### src/design/chs_pkg.sv
// ----------------------------------------------------------------------------
// chs_pkg
// Shared constants and the arctangent table of the hemisphere sampler.
// ----------------------------------------------------------------------------
package chs_pkg;

    localparam int RATIO_W = 31;     // ratio in Q1.30, at most one
    localparam int THETA_W = 30;     // angle magnitude, Q0.30, at most pi/4
    localparam int CX_W    = 33;     // CORDIC x/y datapath
    localparam int CZ_W    = 32;     // CORDIC residual angle

    localparam logic [29:0] PI4_Q30      = 30'd843314857;
    localparam logic [31:0] CORDIC_K_Q30 = 32'd652032874;
    localparam logic [31:0] Q30_ONE      = 32'd1073741824;

    // atan(2^-i) in Q30
    function automatic logic [31:0] atan_q30(input int unsigned i);
        logic [31:0] t;
        case (i)
            0:       t = 32'd843314857;
            1:       t = 32'd497837829;
            2:       t = 32'd263043837;
            3:       t = 32'd133525159;
            4:       t = 32'd67021687;
            5:       t = 32'd33543516;
            6:       t = 32'd16775851;
            7:       t = 32'd8388437;
            8:       t = 32'd4194283;
            9:       t = 32'd2097149;
            default: t = (i <= 30) ? (Q30_ONE >> i) : 32'd0;
        endcase
        return t;
    endfunction

endpackage

### src/design/chs_cordic.sv
// ----------------------------------------------------------------------------
// chs_cordic
// Pipelined rotation-mode CORDIC, one micro-rotation per stage.
// ----------------------------------------------------------------------------
module chs_cordic #(
    parameter int STEPS  = 16,
    parameter int SIDE_W = 20
) (
    input  logic                              aclk,
    input  logic                              aresetn,
    input  logic                              en,
    input  logic                              in_valid,
    input  logic [chs_pkg::THETA_W-1:0]       in_theta,
    input  logic [SIDE_W-1:0]                 in_side,
    output logic                              out_valid,
    output logic signed [chs_pkg::CX_W-1:0]   out_cos,
    output logic signed [chs_pkg::CX_W-1:0]   out_sin,
    output logic [SIDE_W-1:0]                 out_side
);
    localparam int XW = chs_pkg::CX_W;
    localparam int ZW = chs_pkg::CZ_W;

    logic                valid_reg [STEPS];
    logic signed [XW-1:0] cx_reg   [STEPS];
    logic signed [XW-1:0] cy_reg   [STEPS];
    logic signed [ZW-1:0] cz_reg   [STEPS];
    logic [SIDE_W-1:0]    side_reg [STEPS];

    for (genvar i = 0; i < STEPS; i++) begin : g_step
        logic                 v_in;
        logic signed [XW-1:0] cx_in;
        logic signed [XW-1:0] cy_in;
        logic signed [ZW-1:0] cz_in;
        logic [SIDE_W-1:0]    side_in;
        logic signed [XW-1:0] dx;
        logic signed [XW-1:0] dy;
        logic signed [ZW-1:0] ang;

        if (i == 0) begin : g_first
            assign v_in    = in_valid;
            assign cx_in   = $signed(XW'(chs_pkg::CORDIC_K_Q30));
            assign cy_in   = '0;
            assign cz_in   = $signed(ZW'(in_theta));
            assign side_in = in_side;
        end else begin : g_next
            assign v_in    = valid_reg[i-1];
            assign cx_in   = cx_reg[i-1];
            assign cy_in   = cy_reg[i-1];
            assign cz_in   = cz_reg[i-1];
            assign side_in = side_reg[i-1];
        end

        assign dx  = cy_in >>> i;
        assign dy  = cx_in >>> i;
        assign ang = $signed(chs_pkg::atan_q30(i));

        always_ff @(posedge aclk) begin
            if (!aresetn) begin
                valid_reg[i] <= 1'b0;
            end else if (en) begin
                valid_reg[i] <= v_in;
            end
        end

        always_ff @(posedge aclk) begin
            if (en) begin
                // rotate toward a zero residual angle
                if (!cz_in[ZW-1]) begin
                    cx_reg[i] <= cx_in - dx;
                    cy_reg[i] <= cy_in + dy;
                    cz_reg[i] <= cz_in - ang;
                end else begin
                    cx_reg[i] <= cx_in + dx;
                    cy_reg[i] <= cy_in - dy;
                    cz_reg[i] <= cz_in + ang;
                end
                side_reg[i] <= side_in;
            end
        end
    end

    assign out_valid = valid_reg[STEPS-1];
    assign out_cos   = cx_reg[STEPS-1];
    assign out_sin   = cy_reg[STEPS-1];
    assign out_side  = side_reg[STEPS-1];

endmodule
### config.mk
export PLATFORM = sky130hd
export DESIGN_NAME = chs_cordic
export DESIGN_NICKNAME = d
export VERILOG_FILES = /design/src/design/chs_pkg.sv /design/src/design/chs_cordic.sv
export SDC_FILE = /design/constraint.sdc
export NUM_CORES = 2
export LEC_CHECK = 0
export ABC_CLOCK_PERIOD_IN_PS = 14700
export BUFFER_PORTS_ARGS = -buffer_cell sky130_fd_sc_hd__buf_2
export CAP_MARGIN = 20
export CORE_UTILIZATION = 55
export DETAILED_ROUTE_END_ITERATION = 10
export PLACE_DENSITY = 0.67
export SYNTH_ARGS = -nofsm -noshare
export SYNTH_HDL_FRONTEND = slang
export SYNTH_SLANG_ARGS = --single-unit
export TNS_END_PERCENT = 1
### constraint.sdc
create_clock -name aclk -period 14.7 [get_ports aclk]
set_input_delay 0 -clock aclk [delete_from_list [all_inputs] [get_ports aclk]]
set_output_delay 0 -clock aclk [all_outputs]
set_load 0.03 [all_outputs]
; Word-level counts from Yosys, hierarchy flattened
; Memories as Yosys holds them, arrays and structs flattened.
; Index checks and enable logic that the tools add are counted.
; Widths: inputs -> output; s select.
[word_totals]
regBits = 0
mem_bits_rw = 1904
inputBits = 54
output_inout_bits = 87
wordCells = 313
memories = 5
[mem_list]
columns = memory, words, width, read_ports, rd_ports_with_merged_regs, wr, line_no
row1 = cx_reg, 16, 33, 16, 0, 16, chs_cordic.sv:24  ; logic signed [XW-1:0] cx_reg [STEPS];
row2 = cy_reg, 16, 33, 16, 0, 16, chs_cordic.sv:25  ; logic signed [XW-1:0] cy_reg [STEPS];
row3 = cz_reg, 16, 32, 15, 0, 16, chs_cordic.sv:26  ; logic signed [ZW-1:0] cz_reg [STEPS];
row4 = side_reg, 16, 20, 16, 0, 16, chs_cordic.sv:27  ; logic [SIDE_W-1:0] side_reg [STEPS];
row5 = valid_reg, 16, 1, 16, 0, 16, chs_cordic.sv:23  ; logic valid_reg [STEPS];
[op_classes]
n_addsub = 91
n_mux = 156
bitwise_logic = 61
[op_table]
columns = cell, n
row1 = $mux 33, 30
row2 = $mux 32, 15
row3 = $mux 1, 111
row4 = $add 33x18->33, 2
row5 = $add 33x19->33, 2
row6 = $add 33x20->33, 2
row7 = $add 33x21->33, 2
row8 = $add 33x22->33, 2
row9 = $add 33x23->33, 2
row10 = $add 33x24->33, 2
row11 = $add 33x25->33, 2
row12 = $add 33x26->33, 2
row13 = $add 33x27->33, 2
row14 = $add 33x28->33, 2
row15 = $add 33x29->33, 2
row16 = $add 33x30->33, 2
row17 = $add 33x31->33, 2
row18 = $add 33x32->33, 2
row19 = $sub 33x18->33, 2
row20 = $sub 33x19->33, 2
row21 = $sub 33x20->33, 2
row22 = $sub 33x21->33, 2
row23 = $sub 33x22->33, 2
row24 = $sub 33x23->33, 2
row25 = other kinds (39), 110

; Longest topological paths before layout
; An unclocked memory read counts as a cell.
[logic_depth]
depth_word = 5
mapped_depth = 22
mapped_depth_nobuf = 21

; Worst setup path after synthesis
; No wires, ideal clock.
[synth_timing]
path_kind = reg2reg
start = memory cz_reg[0][63] in the netlist's numbering
end = memory cz_reg[0][94] in the netlist's numbering (data pin)
setup_ps = 264
arrival_time_ps = 4612
t_required_ps = 14436
path_slack_ps = 9825
stages_incl_launch_ff = 18
n_path_buf = 3
period_less_slack_ps = 4875
path_cell_list = edfxtp_1 clkbuf_1 nand2_1 inv_1 clkbuf_1 buf_1 ha_1 a21o_1 a21oi_2 o21ai_1 a31o_1 a31oi_1 o21ai_1 a2111o_1 a31oi_2 o21bai_1 a221oi_1 xnor2_1
[synth_rtl]
columns = element, line_no
row1 = "start, declared", chs_cordic.sv:26

==> results.cfg <==
[routing]
viasPerCell = 6.02
vias = 89668
postRouteAntennaNets = 0
drtIter0Drc = 7014
first_pass_iters = 5
remaining_drc_errors = 0
finalWirelength_mm = 301
wl_per_cell_um = 20.2

[min_path]
whs_path_depth = 3
hp-class = in2reg

[timing]
rsz0062_at_grt = no
skew_ns = 0.0557
finalCritPeriodShare_pct = 46.6
hold_viol_final = 0
final-setup-viol-count = 0
worstMarginPinSlew_ns = 1.07
fmax_ghz = 0.146
relSlewSlack_pct = 27.9
tns_ns = 0
min_period_ns = 6.86
maxSlewViolCount = 0

[placement]
place.gp.congestion = 0.937
dpl.hpwl_mm = 231
place.port_buffers = 140

[setup_path]
cp.required_ns = 15.29
cp-end-kind = register
reg2reg_depth = 16
arrival_ns = 7.45
rrSetupSlack_ns = 9.17
critPathKind = in2reg
cp_max_fo = 91
cp-start-kind = input port

[cts]
clock-sinks = 1628
clock_path_buffers = 3
cts_tree = built
cts_hold_buf = 120
post_cts_resized = 0
clockRootBuffer = clkbuf_16
clk_latency_ns = 0.86
cts.clk_slew.worst_paths_ns = 0.06
cts_setup_buffers = 0
cts_max_level = 4
cts_buffers = 182

[final_layout]
area_delta_synth_final_pct = 9.40
regArea_um2 = 48900
fin_nets = 13225
drive_gt1_share_pct = 5.54
largest_reg_flops = 463
multi_input_area_um2 = 67600
fillers = 17842

[yosys]
synth_edf_count = 1627
synth_compound_area_share_pct = 18.4
muxShareOfSynthArea_pct = 0.941
synth_top_family_by_area = compound AO/OA/AOI/OAI gates
syn_area_um2 = 119000
synth_xor_area_share_pct = 12.3
synth_area_per_cell_um2 = 10.2
synthSimpleGateAreaFrac_pct = 11.4
ys.flop_type = edfxtp_1
ys_types = 99
syn-num-nets = 12999
synthAdderAreaFrac_pct = 13.6
syn_inst = 11671
synthArstFlopShare_pct = 0
seq_area_frac_synth_pct = 40.9
ys_warn_count = 0
synth_seq_cells = 1628

[die]
core_um2 = 215000
die_y_um = 468
row_count = 170
io_pins = 141
die_w_um = 468
die_area_um2 = 219000
initial_core_util_pct = 55.5

[grt]
antenna_found_initial = 4
grt_overflow = 0
track_usage_pct = 27.0
grt_pass1_vias = 86345
grt_pass1_wl_mm = 473
grt_max_degree = 169

[job]
max-cap-violations = 0

[status]
status = complete, no violations
==> critical path: stages <==
cell and delay [ns]:
dlygate4sd3_1 0.59, buf_12 0.40, buf_4 0.67, buf_4 0.65, nand2_1 0.14, inv_1 0.56
buf_4 0.46, mux2i_1 0.20, fa_1 0.48, a211oi_1 0.30, o21ai_0 0.24, a311oi_1 0.54
o211a_1 0.24, o21ai_1 0.16, a211oi_1 0.75, o31ai_1 0.26, nor3_1 0.26, o21bai_1 0.11
a21oi_1 0.18, xnor2_1 0.08
==> metal layers <==
| layer | track usage, % | up-vias | wire length [um] |
|---|---|---|---|
| met2 | 45.2 | 2365 | 142000 |
| met3 | 3.48 | 506 | 15900 |
| li1 | - | 43896 | - |
| met4 | 8.09 | 0 | 8940 |
| met1 | 36.5 | 42901 | 134000 |
| met5 | 0 | - | 0 |
==> worst paths after layout <==
path / from / to
setup reg to reg: cz_reg[0][127] / cy_reg[0][164]
hold / removal: in_theta[27] / cz_reg[0][27]
setup / recovery: en / cy_reg[0][164]
hold reg to reg: side_reg[1][22] / side_reg[1][42]
==> area by class of cell <==
cell class / count / share of cell area (%)
Timing Repair Buffer: 323 / 1.85
Antenna cell: 2 / 0.00383
Multi-Input combinational cell: 9318 / 51.7
Tap cell: 2838 / 2.72
Clock inverter: 134 / 1.45
Clock buffer: 204 / 3.57
Sequential cell: 1628 / 37.4
Inverter: 444 / 1.28
==> synthesized netlist by cell type, drive strengths merged (160+ instances only) <==
master | n | area, um^2
edfxtp | 1627 | 48900
nand3 | 189 | 946
nand2 | 639 | 2400
nor2 | 817 | 3070
nor2b | 166 | 1040
xnor2 | 1074 | 9410
nor3 | 261 | 1320
o21ai | 610 | 3050
a21oi | 1174 | 5890
ha | 1236 | 15500
o21bai | 160 | 1200
o21a | 167 | 1250
nand2b | 161 | 1010
clkbuf | 188 | 706
xor2 | 601 | 5260
a21o | 554 | 4160
inv | 439 | 1650
==> cells by family (layout without fill, tap and decap cells) <==
logic type,after synthesis,in the layout
xor+xnor,1675,1675
mux,105,105
flops,1628,1628
other cells,0,2
simple gates,2810,2810
buf+inv,725,1105
compound gates,3454,3454
fa+ha+maj,1274,1274
==> cells in the final DEF, fill, tap and decap left out, drive strengths merged, types with 52 or more instances in the layout <==
master       instances
a211oi             112
a21o               554
a21oi             1174
a31oi              117
and2                58
and3               101
buf                201
clkbuf             206
clkinv              78
dlygate4sd3        120
edfxtp            1627
ha                1236
inv                447
mux2                58
nand2              639
nand2b             161
nand3              189
nand4               84
nor2               817
nor2b              166
nor3               261
nor4                92
o21a               167
o21ai              610
o21bai             160
o31ai              143
o41ai               52
or3                 75
xnor2             1074
xor2               601
==> per-stage QoR <==
step	setup slack (ns)	cell area [um^2]	util, %	std cells	hold slack, ns
CTS	8.10	131000	60.7	14887	0.00641
global route	7.37	131000	60.7	14891	0.0549
finish	7.84	131000	60.7	14891	0.0707
floorplan	9.82	119000	-	11671	0.0989
global placement	7.89	123000	57.1	14429	0.179
detailed placement	7.84	123000	57.1	14429	0.178
Power is not shown: default switching activity piles up to over one toggle a cycle in this logic, so the estimate is an artifact.
