--- config.mk ---
export PLATFORM = sky130hd
export DESIGN_NAME = chs_divider
export DESIGN_NICKNAME = d
export VERILOG_FILES = /design/src/design/chs_pkg.sv /design/src/design/chs_divider.sv
export SDC_FILE = /design/constraint.sdc
export NUM_CORES = 2
export LEC_CHECK = 0
export BUFFER_PORTS_ARGS = -buffer_cell sky130_fd_sc_hd__buf_2
export CORE_ASPECT_RATIO = 0.9
export CORE_MARGIN = 1.5
export CORE_UTILIZATION = 57
export CTS_CLUSTER_SIZE = 16
export DETAILED_ROUTE_END_ITERATION = 8
export PLACE_DENSITY = 0.76
export SLEW_MARGIN = 20
export SYNTH_ARGS = -nofsm -noshare
export SYNTH_HDL_FRONTEND = slang
export SYNTH_SLANG_ARGS = --single-unit
--- constraint.sdc ---
create_clock -name aclk -period 3.1 [get_ports aclk]
set_input_delay 0.31 -clock aclk [delete_from_list [all_inputs] [get_ports aclk]]
set_output_delay 0.31 -clock aclk [all_outputs]
set_load 0.1 [all_outputs]
--- src/design/chs_pkg.sv ---
// ----------------------------------------------------------------------------
// chs_pkg
// Shared constants and the arctangent table of the hemisphere sampler.
// ----------------------------------------------------------------------------
package chs_pkg;

    localparam int RATIO_W = 31;     // ratio in Q1.30, at most one
    localparam int THETA_W = 30;     // angle magnitude, Q0.30, at most pi/4
    localparam int CX_W    = 33;     // CORDIC x/y datapath
    localparam int CZ_W    = 32;     // CORDIC residual angle

    localparam logic [29:0] PI4_Q30      = 30'd843314857;
    localparam logic [31:0] CORDIC_K_Q30 = 32'd652032874;
    localparam logic [31:0] Q30_ONE      = 32'd1073741824;

    // atan(2^-i) in Q30
    function automatic logic [31:0] atan_q30(input int unsigned i);
        logic [31:0] t;
        case (i)
            0:       t = 32'd843314857;
            1:       t = 32'd497837829;
            2:       t = 32'd263043837;
            3:       t = 32'd133525159;
            4:       t = 32'd67021687;
            5:       t = 32'd33543516;
            6:       t = 32'd16775851;
            7:       t = 32'd8388437;
            8:       t = 32'd4194283;
            9:       t = 32'd2097149;
            default: t = (i <= 30) ? (Q30_ONE >> i) : 32'd0;
        endcase
        return t;
    endfunction

endpackage

--- src/design/chs_divider.sv ---
// ----------------------------------------------------------------------------
// chs_divider
// Pipelined restoring divider: one quotient bit per stage, Q1.30 ratio.
// ----------------------------------------------------------------------------
module chs_divider #(
    parameter int MAG_W  = 16,
    parameter int SIDE_W = 20
) (
    input  logic                         aclk,
    input  logic                         aresetn,
    input  logic                         en,
    input  logic                         in_valid,
    input  logic [MAG_W-1:0]             in_num,
    input  logic [MAG_W-1:0]             in_den,
    input  logic [SIDE_W-1:0]            in_side,
    output logic                         out_valid,
    output logic [chs_pkg::RATIO_W-1:0]  out_quot,
    output logic [SIDE_W-1:0]            out_side
);
    localparam int RW = chs_pkg::RATIO_W;

    logic              valid_reg [RW];
    logic [MAG_W:0]    rem_reg   [RW];
    logic [MAG_W-1:0]  den_reg   [RW];
    logic [RW-1:0]     quot_reg  [RW];
    logic [SIDE_W-1:0] side_reg  [RW];

    for (genvar k = 0; k < RW; k++) begin : g_stage
        logic              v_in;
        logic [MAG_W:0]    rem_in;
        logic [MAG_W:0]    trial;
        logic [MAG_W-1:0]  den_in;
        logic [RW-1:0]     q_in;
        logic [SIDE_W-1:0] side_in;
        logic              ge;

        if (k == 0) begin : g_first
            // the numerator never exceeds the denominator: no shift on the top bit
            assign v_in    = in_valid;
            assign rem_in  = {1'b0, in_num};
            assign trial   = rem_in;
            assign den_in  = in_den;
            assign q_in    = '0;
            assign side_in = in_side;
        end else begin : g_next
            assign v_in    = valid_reg[k-1];
            assign rem_in  = rem_reg[k-1];
            assign trial   = {rem_in[MAG_W-1:0], 1'b0};
            assign den_in  = den_reg[k-1];
            assign q_in    = quot_reg[k-1];
            assign side_in = side_reg[k-1];
        end

        assign ge = (trial >= {1'b0, den_in});

        always_ff @(posedge aclk) begin
            if (!aresetn) begin
                valid_reg[k] <= 1'b0;
            end else if (en) begin
                valid_reg[k] <= v_in;
            end
        end

        always_ff @(posedge aclk) begin
            if (en) begin
                rem_reg[k]  <= ge ? (trial - {1'b0, den_in}) : trial;
                den_reg[k]  <= den_in;
                quot_reg[k] <= {q_in[RW-2:0], ge};
                side_reg[k] <= side_in;
            end
        end
    end

    assign out_valid = valid_reg[RW-1];
    assign out_quot  = quot_reg[RW-1];
    assign out_side  = side_reg[RW-1];

endmodule

Yosys cells after proc, flatten, opt, wreduce, memory -nomap -nowiden
Memories as Yosys holds them, arrays and structs flattened.
Index checks and enable logic that the tools add are counted.
- register bits: 0
- bits in writable memories: 2635
- bits of input ports: 56
- output and inout port bits: 52
- memories kept: 5
- add/subtract/negate cells: 31
- $lt $le $gt $ge: 31
- muxes and demuxes: 67
- bitwise logic cells: 31
- memory list (memory ; depth ; width ; read ports ; clocked after Yosys merged registers in ; write ports ; line ; text):
    quot_reg ; 31 ; 31 ; 31 ; 0 ; 31 ; chs_divider.sv:25 ; logic [RW-1:0] quot_reg [RW];
    side_reg ; 31 ; 20 ; 31 ; 0 ; 31 ; chs_divider.sv:26 ; logic [SIDE_W-1:0] side_reg [RW];
    rem_reg ; 31 ; 17 ; 30 ; 0 ; 31 ; chs_divider.sv:23 ; logic [MAG_W:0] rem_reg [RW];
    den_reg ; 31 ; 16 ; 30 ; 0 ; 31 ; chs_divider.sv:24 ; logic [MAG_W-1:0] den_reg [RW];
    valid_reg ; 31 ; 1 ; 31 ; 0 ; 31 ; chs_divider.sv:22 ; logic valid_reg [RW];
- operators with widths (operator ; count):
    $mux 17 ; 31
    $ge 17x16->1 ; 30
    $sub 17x16->17 ; 30
    $mux 1 ; 36
    $or 1x1->1 ; 31
    $sub 16x16->17 ; 1
    $ge 16x16->1 ; 1

Depth between registers and ports, before layout
- depth in word-level cells: 4
- gate-level depth with buffers: 13
- mapped depth without buffers: 11

Worst setup path before layout
No wires, ideal clock.
- path kind: flip-flop to flip-flop
- from: memory den_reg[16][1], in the netlist den_reg[1][1]
- to: memory rem_reg[1][26] (netlist bit) (data pin)
- arrival time: 2.957 ns
- data required time: 2.840 ns
- setup slack: -0.117 ns
- stages on the path, launching flop included: 12
- clock period less this slack: 3.217 ns
- cells stage by stage: edfxtp_1 -> inv_1 -> ha_1 -> nor2b_1 -> o31a_1 -> o31ai_2 -> a21oi_2 -> a21o_1 -> o31a_1 -> a2111oi_4 -> buf_6 -> mux2_4
- RTL lines (item ; line):
    start: declaration ; chs_divider.sv:24
    end: declaration ; chs_divider.sv:23

==> tab_implementation.tex <==
\begin{tabular}{lr}
\hline
Metric & Value \\
\hline
\multicolumn{2}{l}{\textbf{Worst setup path}} \\
Data required time of the worst path & 3680 ps \\
First element of the critical path & den\_reg[1][1]\$\_DFFE\_PP\_ \\
Worst stage delay on the critical path & 360 ps \\
R2r startpoint & den\_reg[1][1]\$\_DFFE\_PP\_ \\
Crit path DAT & 3700 ps \\
Endpoint class of the critical path & flip-flop \\
R2r endpoint & rem\_reg[1][21]\$\_DFFE\_PP\_ \\
Worst path cell trace & inv\_1, ha\_1, nor2b\_4, o31a\_1, o31ai\_4, a21oi\_2, a21o\_1, o31a\_1, a2111oi\_4, buf\_4, mux2\_4 \\
Cell with the most instances on the worst path & o31a\_1 \\
Crit path kind & flip-flop to flip-flop \\
Nature of the critical path startpoint & flip-flop \\
CP top delay family & compound AO/OA/AOI/OAI gates \\
Worst R2R Setup Slack & -20 ps \\
Largest fanout on the critical path & 5 \\
Number of cells on the worst reg-to-reg path & 11 \\
Highest-delay cell along the critical path & a2111oi\_4 \\
WP buf/inv & 2 \\
\multicolumn{2}{l}{\textbf{Logic synthesis}} \\
Number of flops mapped to enable cells by yosys & 2,106 \\
Cell taking the most area after synthesis & edfxtp\_1 \\
Mean post-synth cell area & 14.5 sq um \\
Synthesized netlist net count & 6,945 \\
Gate Count Post-Synth & 6,364 \\
Main combinational cell family by area after synthesis & compound AO/OA/AOI/OAI gates \\
Synth Area in Compound Gates & 0.0805 \\
Xor-xnor portion of the synthesized cell area & 0.0314 \\
Portion of the post-synthesis area used by sequential elements & 0.686 \\
Top FF cell, synth & edfxtp\_1 \\
Post-synthesis share of cell area spent on full adders, half adders and majority gates & 0.0736 \\
Synth Cell Area & 0.0923 sq mm \\
Yosys reg bits & 2,107 \\
Count of distinct cell types in the synthesized netlist & 75 \\
Area contributors post-synth & edfxtp\_1 (69\%), ha\_1 (6.7\%), mux2\_2 (3.2\%), inv\_1 (2.5\%), xnor2\_1 (2.0\%) \\
Share of cell area taken by muxes after synthesis & 0.0365 \\
Simple-gate share of the synthesized area & 0.0640 \\
Number of warning messages in the yosys log & 0 \\
Top-area cell type share of the netlist area & 0.685 \\
Async set or reset register ratio after synthesis & 0 \\
\multicolumn{2}{l}{\textbf{Layout}} \\
Final nets & 7,431 \\
Fraction of final layout cells with drive strength greater than 1 & 0.136 \\
Number of fill cells in the layout & 11,288 \\
Layout Area Growth over Synthesis & 13.6\% \\
Highest-count cells in the layout ignoring fill and taps & edfxtp\_1 (2,106), inv\_1 (620), ha\_1 (490) \\
Number of flip-flops in the largest register & 620 \\
Commonest non-fill, non-tap cell in the layout & edfxtp\_1 \\
Area taken by multi-input logic gates & 0.0267 sq mm \\
Number of diodes added for antenna fixing & 0 \\
Final design utilization & 0.655 \\
Sequential cell area in the final layout & 0.0633 sq mm \\
\multicolumn{2}{l}{\textbf{Routing}} \\
Total vias in the final route & 50,679 \\
Drt via density & 5.54 \\
Number of design-rule violations left by the first detailed-router iteration & 3,645 \\
Antenna Violating Nets Remaining & 0 \\
Number of detailed-route iterations in the first pass & 6 \\
Final Routed Wirelength & 163,000 um \\
DRC errors left & 0 \\
Routed length per placed instance & 17.9 um \\
\multicolumn{2}{l}{\textbf{Die}} \\
Standard-cell rows & 139 \\
Die outline area & 0.164 sq mm \\
Std-Cell Core Area & 0.160 sq mm \\
Die Y-Extent & 385 um \\
Initial core utilization & 0.576 \\
Die outline width & 427 um \\
Number of top-level pins & 108 \\
\multicolumn{2}{l}{\textbf{STA}} \\
Max transition margin & 0.440 \\
Final setup vio count & 5 \\
Skew final & 38.5 ps \\
Period Utilization, post-route & 1.01 \\
Final count of hold timing violations & 0 \\
Max-slew violations & 0 \\
Unrepaired setup endpoints after global routing & yes \\
Worst-Margin Slew & 840 ps \\
Clock period minus final worst setup slack & 3120 ps \\
Final total negative setup slack & -62.4 ps \\
Maximum clock frequency & 320 MHz \\
Setup ws final & -21.6 ps \\
\multicolumn{2}{l}{\textbf{Global route}} \\
Vias in the first global route & 49,622 \\
Initial antenna violation count & 0 \\
Wire length of the first global-routing pass & 261,000 um \\
Remaining Overflow, GRT & 0 \\
Largest net degree at the start of global routing & 151 \\
Total GRT Usage & 0.198 \\
\multicolumn{2}{l}{\textbf{Job}} \\
Max capacitance violation total & 0 \\
\multicolumn{2}{l}{\textbf{Clock network}} \\
Clock tree from TritonCTS & yes \\
CTS root buf & clkbuf\_16 \\
Clock Sinks & 2,107 \\
Clock insertion delay at the later pin of the skew report & 840 ps \\
Register clock-pin slew on the reported worst setup and hold paths & 60 ps \\
Htree depth & 4 \\
Number of buffers between clock root and the deepest sink & 3 \\
Number of buffers created by CTS & 205 \\
\multicolumn{2}{l}{\textbf{Worst hold path}} \\
Number of instances on the worst hold path & 2 \\
Hold EP & side\_reg[0][17]\$\_DFFE\_PP\_ \\
Worst hold path type & input port to flip-flop \\
Launch instance of the worst min-delay path & in\_side[17] \\
\multicolumn{2}{l}{\textbf{Pwr}} \\
Max rail drop VDD & 586 uV \\
Pwr Density & 980 mW/mm\^{}2 \\
Leakage component of the power & 40.4 nW \\
\multicolumn{2}{l}{\textbf{Place}} \\
Gpl congestion & 0.909 \\
Post-place setup slack & -110 ps \\
Final HPWL from detailed placement & 111,000 um \\
Number of buffers inserted by port buffering & 107 \\
\multicolumn{2}{l}{\textbf{Status}} \\
Run status & complete, but fails checks \\
Violated checks & negative setup slack \\
\hline
\end{tabular}
cell families (layout without fill, tap and decap cells):
group                    Yosys count  count (layout)
AO/OA/AOI/OAI                   1173            1173
XOR/XNOR                         331             331
adder cells (fa/ha/maj)          525             525
buffers and inverters            690            1352
flip-flops                      2107            2107
multiplexers                     300             300
AND/OR/NAND/NOR                 1238            1238
synthesized netlist by cell type (67+ instances only):
| cell type | number |
|---|---|
| ha_1 | 495 |
| a21oi_1 | 299 |
| o21a_1 | 95 |
| mux2_2 | 266 |
| a21o_1 | 88 |
| edfxtp_1 | 2106 |
| inv_1 | 622 |
| nor2_1 | 370 |
| nor3_1 | 103 |
| nand2_1 | 310 |
| o21ai_0 | 319 |
| nand3_1 | 67 |
| nor2b_1 | 85 |
| xor2_1 | 116 |
| xnor2_1 | 215 |
through the flow:
stage	hold WS, ps	cell area (sq um)	power [mW]	cells
2_1_floorplan	400	92300	67.1	6364
3_3_place_gp	401	96900	76.0	8680
3_5_place_dp	405	96900	77.0	8680
4_1_cts	119	104000	103	9118
5_1_grt	145	105000	109	9141
6_report	201	105000	103	9141
per-layer routing:
| layer | track usage | wire length (um) | vias up |
|---|---|---|---|
| met5 | 0 | 0 | - |
| met4 | 0.0588 | 4100 | 0 |
| met3 | 0.0292 | 6920 | 316 |
| met2 | 0.317 | 76400 | 1118 |
| met1 | 0.285 | 75800 | 24521 |
| li1 | - | - | 24724 |
how the worst max path moves through the flow:
| stage | endpoint | slack, ps | depth (start not counted) |
|---|---|---|---|
| after detailed placement | rem_reg[1][56]$_DFFE_PP_ | -110 | 11 |
| after CTS | rem_reg[1][20]$_DFFE_PP_ | 7 | 11 |
| final | rem_reg[1][21]$_DFFE_PP_ | -20 | 11 |
| after floorplan | rem_reg[1][60]$_DFFE_PP_ | 4 | 10 |
| after global routing | rem_reg[1][22]$_DFFE_PP_ | -140 | 11 |
| after global placement | rem_reg[1][60]$_DFFE_PP_ | -130 | 11 |
power breakdown:
part	total, mW	leakage, nW	internal, mW	switching, mW
logic	36.2	16.4	17.1	19.0
registers	41.6	20.7	38.8	2.84
clock network	24.9	3.33	14.2	10.7
final cells by class:
type	count	share of cell area
flip-flops and latches	2107	0.603
clock inverters	149	0.0158
well taps	2115	0.0252
inverters	622	0.0223
repair buffers	347	0.0286
multi-input cells	3567	0.255
clock buffers	234	0.0500
what timing repair did:
| action | CTS | global route |
|---|---|---|
| gates resized for setup | 6 | 65 |
| hold buffers | 55 | 0 |
| buffers inserted | 0 | 22 |
| setup endpoints to repair | 18 | 192 |
| cloned | 0 | 1 |
| pin swaps | 1 | 26 |
| hold endpoints to repair | 64 | 0 |
No activity file was read; power rests on OpenSTA's default activity.
